### src/rtl/adfd_pkg.sv
`timescale 1ns / 1ps
// ----------------------------------------------------------------------------
// adfd_pkg - shared types and constants of the dropout frame detector
// Frame slot control/status bundles, field widths, register indexes
// and reset values.
// ----------------------------------------------------------------------------
package adfd_pkg;

   localparam int MAX_WIN    = 1024;
   localparam int SLOT_COUNT = 3;
   localparam int SLOT_IDX_W = $clog2(SLOT_COUNT);

   localparam int SAMPLE_W = 16;
   localparam int SQ_W     = 31;   // (2^15)^2 = 2^30 needs 31 bits
   localparam int CNT_W    = 11;   // zero count, fill and window length
   localparam int HOP_W    = 10;
   localparam int ACC_W    = 41;   // exact frame energy
   localparam int ENERGY_W = 40;   // reported frame energy, saturated
   localparam int INDEX_W  = 24;
   localparam int CSR_IDX_W  = 2;
   localparam int CSR_DATA_W = 40;

   localparam logic [CNT_W-1:0] WIN_FLOOR = CNT_W'(2);
   localparam logic [CNT_W-1:0] WIN_CEIL  = CNT_W'(MAX_WIN);
   localparam logic [CNT_W-1:0] CNT_SAT   = '1;

   // register indexes
   localparam logic [CSR_IDX_W-1:0] CSR_WIN_LEN    = 2'd0;
   localparam logic [CSR_IDX_W-1:0] CSR_ZERO_MIN   = 2'd1;
   localparam logic [CSR_IDX_W-1:0] CSR_ZERO_MAX   = 2'd2;
   localparam logic [CSR_IDX_W-1:0] CSR_ENERGY_MIN = 2'd3;

   // register reset values
   localparam logic [CNT_W-1:0]    WIN_LEN_RST    = 11'd320;
   localparam logic [CNT_W-1:0]    ZERO_MIN_RST   = 11'd15;
   localparam logic [CNT_W-1:0]    ZERO_MAX_RST   = 11'd40;
   localparam logic [ENERGY_W-1:0] ENERGY_MIN_RST = 40'd500000000;

   // broadcast to every slot
   typedef struct packed {
      logic            adv;      // stage 2 holds an item and moves it on
      logic            flush;    // item restarts framing
      logic            is_zero;  // sample is exactly zero
      logic [SQ_W-1:0] sq;       // squared sample
   } slot_ctl_type;

   // per-slot view after this item has been added
   typedef struct packed {
      logic             act_pre;     // active after the flush, before allocation
      logic             act_upd;     // active after allocation
      logic [CNT_W-1:0] fill;
      logic [CNT_W-1:0] zero_count;
      logic [ACC_W-1:0] energy;
   } slot_stat_type;

endpackage

### src/rtl/audio_dropout_frame_detector.sv
`timescale 1ns / 1ps
// A sample is registered in stage 1, then stage 2 loads its frame result into the result register.
// Throughput: one item per cycle while rsp_stall does not hold the result register.
// Stage 1 registers the zero test and square of the sample, stage 2 updates the slots and loads the result.
// Reset (synchronous, active high) restores the register defaults, frees all slots
// and restarts frame numbering at zero; no clearing pass is needed.
// ----------------------------------------------------------------------------
// audio_dropout_frame_detector - overlapping frame zero/energy detector
// Splits a sample stream into half-overlapping frames, counts exact-zero
// samples and sums squared samples per frame, and flags dropout frames.
// ----------------------------------------------------------------------------
module audio_dropout_frame_detector import adfd_pkg::*; (
   input  logic                    clock,
   input  logic                    reset,

   // configuration writes
   input  logic                    csr_write_en,
   input  logic [CSR_IDX_W-1:0]    csr_index,
   input  logic [CSR_DATA_W-1:0]   csr_write_data,

   // sample items
   input  logic                    req_valid,
   output logic                    req_stall,
   input  logic signed [SAMPLE_W-1:0] req_sample,
   input  logic                    req_first,

   // frame result items
   output logic                    rsp_valid,
   input  logic                    rsp_stall,
   output logic [INDEX_W-1:0]      rsp_frame_index,
   output logic                    rsp_is_dropout,
   output logic [CNT_W-1:0]        rsp_zero_count,
   output logic [ENERGY_W-1:0]     rsp_energy
);

   // ---------------------------------------------------------------------
   // configuration registers
   // ---------------------------------------------------------------------
   logic [CNT_W-1:0]    win_len_ff;
   logic [CNT_W-1:0]    zero_min_ff;
   logic [CNT_W-1:0]    zero_max_ff;
   logic [ENERGY_W-1:0] energy_min_ff;

   always_ff @(posedge clock) begin
      if (reset) begin
         win_len_ff    <= WIN_LEN_RST;
         zero_min_ff   <= ZERO_MIN_RST;
         zero_max_ff   <= ZERO_MAX_RST;
         energy_min_ff <= ENERGY_MIN_RST;
      end else if (csr_write_en) begin
         unique case (csr_index)
            CSR_WIN_LEN:    win_len_ff    <= csr_write_data[CNT_W-1:0];
            CSR_ZERO_MIN:   zero_min_ff   <= csr_write_data[CNT_W-1:0];
            CSR_ZERO_MAX:   zero_max_ff   <= csr_write_data[CNT_W-1:0];
            CSR_ENERGY_MIN: energy_min_ff <= csr_write_data[ENERGY_W-1:0];
            default: ;
         endcase
      end
   end

   // clamp the window so the hop never reaches zero
   logic [CNT_W-1:0] win;
   logic [HOP_W-1:0] hop;

   always_comb begin
      if (win_len_ff < WIN_FLOOR) begin
         win = WIN_FLOOR;
      end else if (win_len_ff > WIN_CEIL) begin
         win = WIN_CEIL;
      end else begin
         win = win_len_ff;
      end
      hop = win[CNT_W-1:1];
   end

   // ---------------------------------------------------------------------
   // handshake: stage 2 advances when it holds an item and the result register is free
   // ---------------------------------------------------------------------
   logic s1_valid_ff, s1_valid_in;
   logic out_free, adv, s1_load;

   assign out_free  = !rsp_valid || !rsp_stall;
   assign adv       = s1_valid_ff && out_free;
   assign req_stall = s1_valid_ff && !adv;
   assign s1_load   = req_valid && !req_stall;
   assign s1_valid_in = s1_load || (s1_valid_ff && !adv);

   always_ff @(posedge clock) begin
      if (reset) begin
         s1_valid_ff <= 1'b0;
      end else begin
         s1_valid_ff <= s1_valid_in;
      end
   end

   // ---------------------------------------------------------------------
   // stage 1: register the sample's first flag, its zero test and its square
   // ---------------------------------------------------------------------
   logic              first_ff;
   logic              is_zero_ff;
   logic [SQ_W-1:0]   sq_ff;
   logic signed [2*SAMPLE_W-1:0] sq_full;

   assign sq_full = req_sample * req_sample;

   always_ff @(posedge clock) begin
      if (s1_load) begin
         first_ff   <= req_first;
         is_zero_ff <= (req_sample == '0);
         sq_ff      <= sq_full[SQ_W-1:0];
      end
   end

   // ---------------------------------------------------------------------
   // stage 2: frame slots
   // ---------------------------------------------------------------------
   slot_ctl_type           slot_ctl;
   slot_stat_type          stat [SLOT_COUNT];
   logic [SLOT_COUNT-1:0]  alloc_vec;
   logic [SLOT_COUNT-1:0]  retire_vec;

   assign slot_ctl.adv     = adv;
   assign slot_ctl.flush   = first_ff;
   assign slot_ctl.is_zero = is_zero_ff;
   assign slot_ctl.sq      = sq_ff;

   for (genvar g = 0; g < SLOT_COUNT; g++) begin : g_slot
      adfd_slot u_slot (
         .clock  (clock),
         .reset  (reset),
         .ctl    (slot_ctl),
         .alloc  (alloc_vec[g]),
         .retire (retire_vec[g]),
         .stat   (stat[g])
      );
   end

   logic [HOP_W-1:0]      hop_ff, hop_in;
   logic [HOP_W-1:0]      hop_cur, hop_step;
   logic [INDEX_W-1:0]    done_idx_ff, done_idx_in;
   logic                  found;
   logic                  done_any;
   logic [SLOT_IDX_W-1:0] done_sel;
   logic [CNT_W-1:0]      done_fill;

   always_comb begin
      // a first sample restarts the hop count with this sample
      hop_cur   = first_ff ? '0 : hop_ff;
      alloc_vec = '0;
      found     = 1'b0;
      // open a new frame at each hop boundary in the lowest free slot
      if (hop_cur == '0) begin
         for (int i = 0; i < SLOT_COUNT; i++) begin
            if (!found && !stat[i].act_pre) begin
               alloc_vec[i] = 1'b1;
               found        = 1'b1;
            end
         end
      end

      hop_step = hop_cur + HOP_W'(1);
      hop_in   = (hop_step >= hop) ? '0 : hop_step;

      // report the fullest finished frame; ties go to the lower slot
      done_any  = 1'b0;
      done_sel  = '0;
      done_fill = '0;
      for (int i = 0; i < SLOT_COUNT; i++) begin
         if (stat[i].act_upd && (stat[i].fill >= win)) begin
            if (!done_any || (stat[i].fill > done_fill)) begin
               done_any  = 1'b1;
               done_sel  = SLOT_IDX_W'(i);
               done_fill = stat[i].fill;
            end
         end
      end

      retire_vec = '0;
      if (done_any) begin
         retire_vec[done_sel] = 1'b1;
      end

      done_idx_in = first_ff ? '0 : done_idx_ff;
      if (done_any) begin
         done_idx_in = done_idx_in + INDEX_W'(1);
      end
   end

   always_ff @(posedge clock) begin
      if (reset) begin
         hop_ff      <= '0;
         done_idx_ff <= '0;
      end else if (adv) begin
         hop_ff      <= hop_in;
         done_idx_ff <= done_idx_in;
      end
   end

   // ---------------------------------------------------------------------
   // result register
   // ---------------------------------------------------------------------
   logic                rsp_valid_ff, rsp_valid_in;
   logic [INDEX_W-1:0]  frame_index_ff;
   logic                is_dropout_ff;
   logic [CNT_W-1:0]    zero_count_ff;
   logic [ENERGY_W-1:0] energy_ff;

   logic [CNT_W-1:0]    sel_zc;
   logic [ACC_W-1:0]    sel_en;
   logic                sel_flag;

   always_comb begin
      sel_zc   = stat[done_sel].zero_count;
      sel_en   = stat[done_sel].energy;
      // the flag uses the exact energy, the reported value saturates
      sel_flag = (sel_zc > zero_min_ff) && (sel_zc < zero_max_ff)
                 && (sel_en > ACC_W'(energy_min_ff));
      rsp_valid_in = out_free ? (adv && done_any) : rsp_valid_ff;
   end

   always_ff @(posedge clock) begin
      if (reset) begin
         rsp_valid_ff <= 1'b0;
      end else begin
         rsp_valid_ff <= rsp_valid_in;
      end
   end

   always_ff @(posedge clock) begin
      if (adv && done_any) begin
         frame_index_ff <= first_ff ? '0 : done_idx_ff;
         is_dropout_ff  <= sel_flag;
         zero_count_ff  <= sel_zc;
         energy_ff      <= sel_en[ACC_W-1] ? '1 : sel_en[ENERGY_W-1:0];
      end
   end

   assign rsp_valid       = rsp_valid_ff;
   assign rsp_frame_index = frame_index_ff;
   assign rsp_is_dropout  = is_dropout_ff;
   assign rsp_zero_count  = zero_count_ff;
   assign rsp_energy      = energy_ff;

endmodule

### src/rtl/adfd_slot.sv
`timescale 1ns / 1ps
// ----------------------------------------------------------------------------
// adfd_slot - one frame accumulator
// Counts zero samples, sums squares exactly and tracks fill of one frame.
// ----------------------------------------------------------------------------
module adfd_slot import adfd_pkg::*; (
   input  logic          clock,
   input  logic          reset,
   input  slot_ctl_type  ctl,
   input  logic          alloc,
   input  logic          retire,
   output slot_stat_type stat
);

   logic             active_ff, active_in;
   logic [CNT_W-1:0] fill_ff, fill_in;
   logic [CNT_W-1:0] zc_ff, zc_in;
   logic [ACC_W-1:0] en_ff, en_in;

   logic             act_pre, act_mid;
   logic [CNT_W-1:0] fill_base, zc_base;
   logic [ACC_W-1:0] en_base;

   always_comb begin
      act_pre   = active_ff & ~ctl.flush;
      act_mid   = act_pre | alloc;
      fill_base = alloc ? '0 : fill_ff;
      zc_base   = alloc ? '0 : zc_ff;
      en_base   = alloc ? '0 : en_ff;

      fill_in = fill_base;
      zc_in   = zc_base;
      en_in   = en_base;
      if (act_mid) begin
         if (fill_base != CNT_SAT) begin
            fill_in = fill_base + CNT_W'(1);
         end
         if (ctl.is_zero && (zc_base != CNT_SAT)) begin
            zc_in = zc_base + CNT_W'(1);
         end
         en_in = en_base + ACC_W'(ctl.sq);
      end
      // drop the slot once its frame has been reported
      active_in = act_mid & ~retire;

      stat.act_pre    = act_pre;
      stat.act_upd    = act_mid;
      stat.fill       = fill_in;
      stat.zero_count = zc_in;
      stat.energy     = en_in;
   end

   always_ff @(posedge clock) begin
      if (reset) begin
         active_ff <= 1'b0;
      end else if (ctl.adv) begin
         active_ff <= active_in;
      end
   end

   always_ff @(posedge clock) begin
      if (ctl.adv) begin
         fill_ff <= fill_in;
         zc_ff   <= zc_in;
         en_ff   <= en_in;
      end
   end

endmodule
### config.mk
export PLATFORM = sky130hd
export DESIGN_NAME = audio_dropout_frame_detector
export DESIGN_NICKNAME = d
export VERILOG_FILES = /design/src/rtl/adfd_pkg.sv /design/src/rtl/audio_dropout_frame_detector.sv /design/src/rtl/adfd_slot.sv
export SDC_FILE = /design/constraint.sdc
export NUM_CORES = 2
export LEC_CHECK = 0
export BUFFER_PORTS_ARGS = -buffer_cell sky130_fd_sc_hd__buf_2
export CAP_MARGIN = 20
export CORE_ASPECT_RATIO = 1.1
export CORE_UTILIZATION = 55
export DETAILED_ROUTE_END_ITERATION = 8
export PLACE_DENSITY = 0.79
export SYNTH_ARGS = -nofsm -noshare
export SYNTH_HDL_FRONTEND = slang
export SYNTH_SLANG_ARGS = --single-unit
### constraint.sdc
create_clock -name clock -period 15.9 [get_ports clock]
set_input_delay 0.795 -clock clock [delete_from_list [all_inputs] [get_ports clock]]
set_output_delay 0.795 -clock clock [all_outputs]
set_load 0.005 [all_outputs]
**After elaboration in Yosys (flattened, before gate mapping)**

Index checks and enable logic that the tools add are counted.

- Memories kept: 0
- Latch bits: 0
- Word-level logic and storage cells: 167
- Register bits after elaboration: 410
- Output and inout port bits: 78
- ROM bits: 0
- RAM bits: 0

- Shift operators: 0
- Div/mod/pow operators: 0
- Add/sub/neg operators: 11
- Eq/ne operators: 9
- Multipliers: 1
- Bitwise operators: 14
- Reductions and logical operators: 36
- $lt $le $gt $ge: 14
- Muxes and demuxes: 55

Operators with widths:

| operator | count |
|---|---|
| 11-bit 2-to-1 mux | 23 |
| 41-bit 2-to-1 mux | 6 |
| 65-bit binary-select mux with 2-bit select | 1 |
| 41-bit by 31-bit adder with 41-bit output | 3 |
| 52-bit 2-to-1 mux | 2 |
| 11-bit by 1-bit adder with 11-bit output, second input constant | 6 |
| 11-bit inequality test, second input constant | 6 |
| 24-bit 2-to-1 mux | 2 |
| 41-bit by 40-bit greater-than comparator with 1-bit output | 1 |
| 11-bit >= comparator | 3 |
| 11-bit greater-than comparator | 3 |
| 16-bit by 16-bit multiplier with 31-bit output | 1 |
| 24-bit by 1-bit adder with 24-bit output, second input constant | 1 |
| 10-bit 2-to-1 mux | 2 |
| 16-bit logical NOT | 1 |
| 1-bit logical AND | 15 |
| 1-bit 2-to-1 mux | 14 |
| 11-bit greater-than comparator, second input constant | 1 |
| 11-bit < comparator | 1 |
| 11-bit by 2-bit < comparator with 1-bit output, second input constant | 1 |
| 10-bit by 1-bit adder with 10-bit output, second input constant | 1 |
| 10-bit >= comparator | 1 |
| 1-bit logical NOT | 10 |
| 10-bit logical NOT | 1 |
| other kinds (15) | 34 |

**Logic depth before layout (Yosys ltp)**

- Depth in word-level cells: 34
- Mapped depth: 63

**Cells and area by module**

Synthesis repeated with hierarchy kept, for this count alone.

- Cells, all modules: 4126
- Area total of the unflattened synthesis: 37496.0 um^2

By module, submodules not included:

| module | instances | cells each | area each (um^2) | sequential area each (um^2) |
|---|---|---|---|---|
| audio_dropout_frame_detector | 1 | 2302 | 21399.3 | 5425.2 |
| adfd_slot (g_slot[1].u_slot ...) | 2 | 617 | 5412.7 | 1911.8 |
| adfd_slot (g_slot[0].u_slot) | 1 | 590 | 5271.3 | 1911.8 |

**Worst setup path before layout**

Ideal clock, no wire load.

- Path type: register to register
- Start point: register first_ff
- End point: register is_dropout_ff (netlist: rsp_is_dropout), data pin
- Required time: 15.635 ns
- Path slack: 5.766 ns
- Data arrival time: 9.869 ns
- Cell stages (with the launch flop): 59
- Period minus slack after synthesis: 10.134 ns
- Path buffers: 10
- Cells stage by stage: edfxtp_1 buf_2 buf_1 nor2b_1 inv_1 ha_1 a21boi_0 o21ai_2 and2_1 ha_1 nand3_1 nor2_1 nand2_1 nor2_1 a41oi_1 nand3_1 xor2_1 nor2_1 (+23 left out) buf_4 buf_2 buf_2 buf_2 nor2_1 a21oi_1 ha_1 nor2b_1 o21a_1 o21a_1 o21a_1 o21ai_0 nand2b_1 a21oi_1 nor2b_1 o21ai_0 a211o_1 a221oi_2

- Elaborated cells between the ends (all ways): 95
- Those cells by class: add/sub: 9; order compare: 8; eq/ne: 6; mux: 45; bitwise: 8; reduce/logical: 19

RTL lines:

| item | RTL line | source |
|---|---|---|
| from (decl) | audio_dropout_frame_detector.sv:99 | `logic first_ff;` |
| from (signal assigned) | audio_dropout_frame_detector.sv:108 | `first_ff <= req_first;` |
| branches (longest 7 deep; another with 11-bit by 1-bit adder with 11-bit output) | - |  |
| 11-bit 2-to-1 mux * | adfd_slot.sv:34 | `if (act_mid) begin` |
| named net g_slot[0].u_slot.fill_in[9] | adfd_slot.sv:16 | `logic [CNT_W-1:0] fill_ff, fill_in;` |
| 11-bit >= comparator | audio_dropout_frame_detector.sv:169 | `if (stat[i].act_upd && (stat[i].fill >= win)) begin` |
| 1-bit logical AND | audio_dropout_frame_detector.sv:169 |  |
| 11-bit 2-to-1 mux / 1-bit 2-to-1 mux (equally long branches) | audio_dropout_frame_detector.sv:169 |  |
| 11-bit greater-than comparator / 1-bit logical NOT (equally long branches) | audio_dropout_frame_detector.sv:170 | `if (!done_any \|\| (stat[i].fill > done_fill)) begin` |
| 1-bit logical OR | audio_dropout_frame_detector.sv:170 |  |
| (+6 left out) | - |  |
| 2-bit inverter with 3-bit output (implied by the code) * | audio_dropout_frame_detector.sv:213 | `sel_zc = stat[done_sel].zero_count;` |
| 65-bit binary-select mux with 2-bit select * | audio_dropout_frame_detector.sv:213 |  |
| 52-bit 2-to-1 mux (implied by the code) * (2 in series) | audio_dropout_frame_detector.sv:214 | `sel_en = stat[done_sel].energy;` |
| named net sel_zc[1] | audio_dropout_frame_detector.sv:208 | `logic [CNT_W-1:0] sel_zc;` |
| 11-bit greater-than comparator / 11-bit < comparator (equally long branches) | audio_dropout_frame_detector.sv:216 | `sel_flag = (sel_zc > zero_min_ff) && (sel_zc < zero_max_ff)` |
| 1-bit logical AND * | audio_dropout_frame_detector.sv:216 |  |
| 1-bit logical AND * | audio_dropout_frame_detector.sv:217 | `&& (sel_en > ACC_W'(energy_min_ff));` |
| named net sel_flag | audio_dropout_frame_detector.sv:210 | `logic sel_flag;` |
| to (signal assigned) | audio_dropout_frame_detector.sv:232 | `is_dropout_ff <= sel_flag;` |
| to (decl) | audio_dropout_frame_detector.sv:204 | `logic is_dropout_ff;` |

Mark *: on every way through the listed nets, which the timed path passes. The select of a mux whose other input is x is not followed.
A chain may end at the register's enable or synchronous reset.

**Worst setup path in the final report**

- Start point: register first_ff
- End point: register is_dropout_ff (netlist: rsp_is_dropout), data pin

- Elaborated cells between the ends (all ways): 95
- Those cells by class: add/sub: 9; order compare: 8; eq/ne: 6; mux: 45; bitwise: 8; reduce/logical: 19

RTL lines:

| item | RTL line | source |
|---|---|---|
| branches (longest 7 deep; another with 11-bit by 1-bit adder with 11-bit output) | - |  |
| 11-bit 2-to-1 mux * | adfd_slot.sv:34 |  |
| named net g_slot[0].u_slot.fill_in[9] | adfd_slot.sv:16 |  |
| 11-bit >= comparator | audio_dropout_frame_detector.sv:169 |  |
| 1-bit logical AND | audio_dropout_frame_detector.sv:169 |  |
| 11-bit 2-to-1 mux / 1-bit 2-to-1 mux (equally long branches) | audio_dropout_frame_detector.sv:169 |  |
| 11-bit greater-than comparator / 1-bit logical NOT (equally long branches) | audio_dropout_frame_detector.sv:170 |  |
| 1-bit logical OR | audio_dropout_frame_detector.sv:170 |  |
| (+5 left out) | - |  |
| 2-bit 2-to-1 mux * | audio_dropout_frame_detector.sv:169 |  |
| 2-bit inverter with 3-bit output (implied by the code) * | audio_dropout_frame_detector.sv:214 |  |
| 65-bit binary-select mux with 2-bit select * | audio_dropout_frame_detector.sv:214 |  |
| 52-bit 2-to-1 mux (implied by the code) * (2 in series) | audio_dropout_frame_detector.sv:214 |  |
| named net sel_en[10] | audio_dropout_frame_detector.sv:209 | `logic [ACC_W-1:0] sel_en;` |
| 41-bit by 40-bit greater-than comparator with 1-bit output * | audio_dropout_frame_detector.sv:217 |  |
| 1-bit logical AND * | audio_dropout_frame_detector.sv:217 |  |
| named net sel_flag | audio_dropout_frame_detector.sv:210 |  |

Marked as above.

==> impl_metrics.env <==
export IMPL_portBuffers=141
export IMPL_ioPinCount=142
export IMPL_routed_wl_um=93800
export IMPL_synth_fp_nets=4511
export IMPL_dieWidth_um=245
export IMPL_whs_path_depth=2
export IMPL_fmaxAchievable_mhz=79.3
export IMPL_power_density_nw_per_um2=188
export IMPL_cp_slowest_stage_delay_ns=0.77
export IMPL_clk_pin_slew_ns=0.06
export IMPL_hpwl_um=70800
export IMPL_finalNonFillerCells=4856
export IMPL_slowest_stage="a311oi_2"
export IMPL_start_kind="register"
export IMPL_status="complete, no violations"
export IMPL_setup_viol=0
export IMPL_power_total_w=0.00730
export IMPL_min_from="csr_write_data[13]"
export IMPL_r2r_cells=49
export IMPL_cts_sinks=409
export IMPL_cts_root_buffer="clkbuf_16"
export IMPL_pre_cts_ws_ns=3.54
export IMPL_dr_first_iter_drc_count=2281
export IMPL_cts_resized=0
export IMPL_die_area_sq_um=66000
export IMPL_yosys_most_used_dff="edfxtp_1"
export IMPL_num_rows=97
export IMPL_p_leak_nw=17.0
export IMPL_grt_usage_pct=28.5
export IMPL_critPathKind="register to register"
export IMPL_fin_crit_ns=12.60
export IMPL_cts_max_path_buffers=3
export IMPL_drt_pass1_iter_count=6
export IMPL_wire_per_inst_um=19.3
export IMPL_cts_buffers=44
export IMPL_place_congestion=0.972
export IMPL_htree_levels=2
export IMPL_cp_required_ns=16.21
export IMPL_drc=0
export IMPL_async_flop_share_pct=0
export IMPL_synth_avg_cell_area_sq_um=9.15
export IMPL_synth_edf_count=297
export IMPL_hold_path_end="energy_min_ff[13]"
export IMPL_final_nets=4585
export IMPL_met3_usage_pct=3.22
export IMPL_skew_ns=0.0261
export IMPL_fp_coreArea_sq_um=64000
export IMPL_num_antenna_cells=0
export IMPL_grt_max_degree=82
export IMPL_drive_gt1_share_pct=8.02
export IMPL_syn_inst=3905
export IMPL_hold_class="primary input to register"
export IMPL_clock_latency_ns=0.60
export IMPL_tightest_slew_ns=1.15
export IMPL_dp_cells=4772
export IMPL_ys_seq_area_share_pct=31.2
export IMPL_arrival_ns=12.91
export IMPL_synth_seq_cells=409
export IMPL_syn_to_final_growth_pct=8.59
export IMPL_yosysWarnings=0
export IMPL_syn_cell_area_sq_um=35700
export IMPL_slew_headroom_pct=22.7
export IMPL_drtAntennaViolNets=0
export IMPL_met2_usage_pct=48.2
export IMPL_cts_hold_buf=0
export IMPL_grt_overflow_total=0
export IMPL_r2r_slack_ns=3.30
export IMPL_grt_util_met1_pct=38.0
export IMPL_worstSetupEndpointType="register"
export IMPL_utilization_pct=60.6
export IMPL_avgViaCountPerCell=5.89
export IMPL_regToRegStartpoint="first_ff"
export IMPL_irDropWorstVdd_uv=181
export IMPL_grt_setup_unrepaired="no"
export IMPL_grt_pass1_vias=28400
export IMPL_finalHoldViolCount=0
export IMPL_r2r_end="rsp_is_dropout"
export IMPL_post_route_period_util_pct=79.3
export IMPL_crit_path_frequent_cell="o21ai_0"
export IMPL_synth_cell_types=98
export IMPL_cts_tree="done"
export IMPL_antenna_found_initial=2
export IMPL_floorplan_die_height_um=269
export IMPL_postCtsSetupBuffers=0
export IMPL_grt_pass1_wl_um=150000
export IMPL_cap_violations=0
export IMPL_worst_slack_ns=3.30
export IMPL_busiest_layer="met2"
export IMPL_vias=28600
export IMPL_report_final_slew_viol_count=0
export IMPL_crit_fanout=57
export IMPL_fin_tns_setup_ns=0
export IMPL_start_util_pct=55.8
final cells by class:
type	count	area, sq um
clock buffer	62	1350
clock inverter	20	264
fill	5391	25200
inverter	428	1620
multi-input combinational	2929	22400
sequential	409	11200
tap	841	1050
timing repair buffer	167	908
critical path: cells and delay by family, from the launching register on:
family	cells	cell delay, ns
buffers and inverters	5	1.85
adders and majority gates	5	1.51
AOI/OAI and AO/OA	23	4.78
muxes	1	0.41
DFF	1	0.35
and+or+nand+nor	14	3.21
xor gates and xnor gates	1	0.15
cell usage after synthesis, types with 6 or more instances:
| cell | n | area [sq um] |
|---|---|---|
| o211ai_1 | 21 | 158 |
| a211oi_1 | 16 | 120 |
| xnor2_1 | 104 | 911 |
| mux2i_1 | 28 | 280 |
| edfxtp_1 | 297 | 8920 |
| nor2b_1 | 94 | 588 |
| a2111oi_0 | 6 | 52.6 |
| a21o_1 | 103 | 773 |
| a211o_1 | 25 | 219 |
| a311oi_1 | 6 | 52.6 |
| o21bai_1 | 17 | 128 |
| nand3_1 | 77 | 385 |
| o31ai_1 | 9 | 67.6 |
| and3_1 | 39 | 244 |
| buf_2 | 14 | 70.1 |
| o21a_1 | 27 | 203 |
| a21boi_0 | 8 | 60.1 |
| buf_1 | 7 | 26.3 |
| nand2b_1 | 51 | 319 |
| fa_1 | 233 | 4660 |
| nand4_1 | 62 | 388 |
| nand3b_1 | 10 | 75.1 |
| dfxtp_1 | 112 | 2240 |
| a41oi_1 | 9 | 78.8 |
| nor3_1 | 48 | 240 |
| mux2_2 | 16 | 180 |
| ha_1 | 309 | 3870 |
| a21oi_1 | 273 | 1370 |
| nor2_1 | 292 | 1100 |
| o21ai_0 | 153 | 766 |
| or3_1 | 15 | 93.8 |
| xor2_1 | 97 | 850 |
| a31oi_1 | 23 | 144 |
| nor4_1 | 14 | 87.6 |
| inv_1 | 425 | 1600 |
| a22oi_1 | 6 | 45.0 |
| a22o_1 | 10 | 87.6 |
| nand2_1 | 481 | 1810 |
| or2_2 | 8 | 50.1 |
| and2_1 | 130 | 813 |
| clkbuf_1 | 116 | 435 |
| and4_1 | 13 | 114 |
metrics by stage:
stage               hold slack (ns)  instance area (sq um)
floorplan                     0.436                  35700
global placement              0.442                  37200
detailed placement            0.446                  37200
CTS                           0.377                  38800
global route                  0.395                  38800
finish                        0.403                  38800
placed cells by master (no fill, tap or decap), types with 13 or more instances in the layout:
master and count:
nand2_1 480, inv_1 424, ha_1 309, edfxtp_1 297
nor2_1 290, a21oi_1 273, fa_1 233, o21ai_0 152
buf_2 141, and2_1 129, dfxtp_1 112, xnor2_1 104
a21o_1 103, xor2_1 97, nor2b_1 93, nand3_1 77
nand4_1 62, nand2b_1 51, clkbuf_16 49, nor3_1 48
and3_1 38, mux2i_1 28, o21a_1 27, a211o_1 25
buf_4 25, a31oi_1 23, o211ai_1 21, o21bai_1 17
a211oi_1 16, mux2_2 16, or3_1 15, nor4_1 14
and4_1 13
how the worst max path moves through the flow:
stage / start / end / slack [ns]
after global routing: first_ff / rsp_is_dropout / 2.30
after detailed placement: first_ff / rsp_is_dropout / 3.54
final: first_ff / rsp_is_dropout / 3.30
after floorplan: first_ff / rsp_is_dropout / 5.77
after global placement: first_ff / rsp_is_dropout / 3.76
after CTS: first_ff / rsp_is_dropout / 3.45
where the power goes:
group          switching, W  total (W)  internal (W)
registers          0.000109    0.00157       0.00146
logic               0.00262    0.00460       0.00198
clock network      0.000469    0.00113      0.000664
total               0.00320    0.00730       0.00410
per-layer routing:
layer,up-vias,wire length (um)
li1,13600,-
met4,2,2670
met1,13800,39300
met3,172,6720
met5,-,13
met2,1061,45000
logic make-up after synthesis:
group / synth area share [%]
xor gates and xnor gates: 4.93
AOI/OAI and AO/OA: 14.2
buffers and inverters: 6.04
adders and majority gates: 23.9
muxes: 1.32
DFF: 31.2
and+or+nand+nor: 18.4
flip-flops by register name, summed over array words and instances (netlist names), 3 cells and up:
register,count
done_idx_ff,24
energy_min_ff,40
g_slot.u_slot.active_ff,3
g_slot.u_slot.en_ff,123
g_slot.u_slot.fill_ff,33
g_slot.u_slot.zc_ff,33
hop_ff,10
rsp_energy,40
rsp_frame_index,24
rsp_zero_count,11
sq_ff,30
win_len_ff,11
zero_max_ff,11
zero_min_ff,11
No activity file was read; power rests on OpenSTA's default activity.
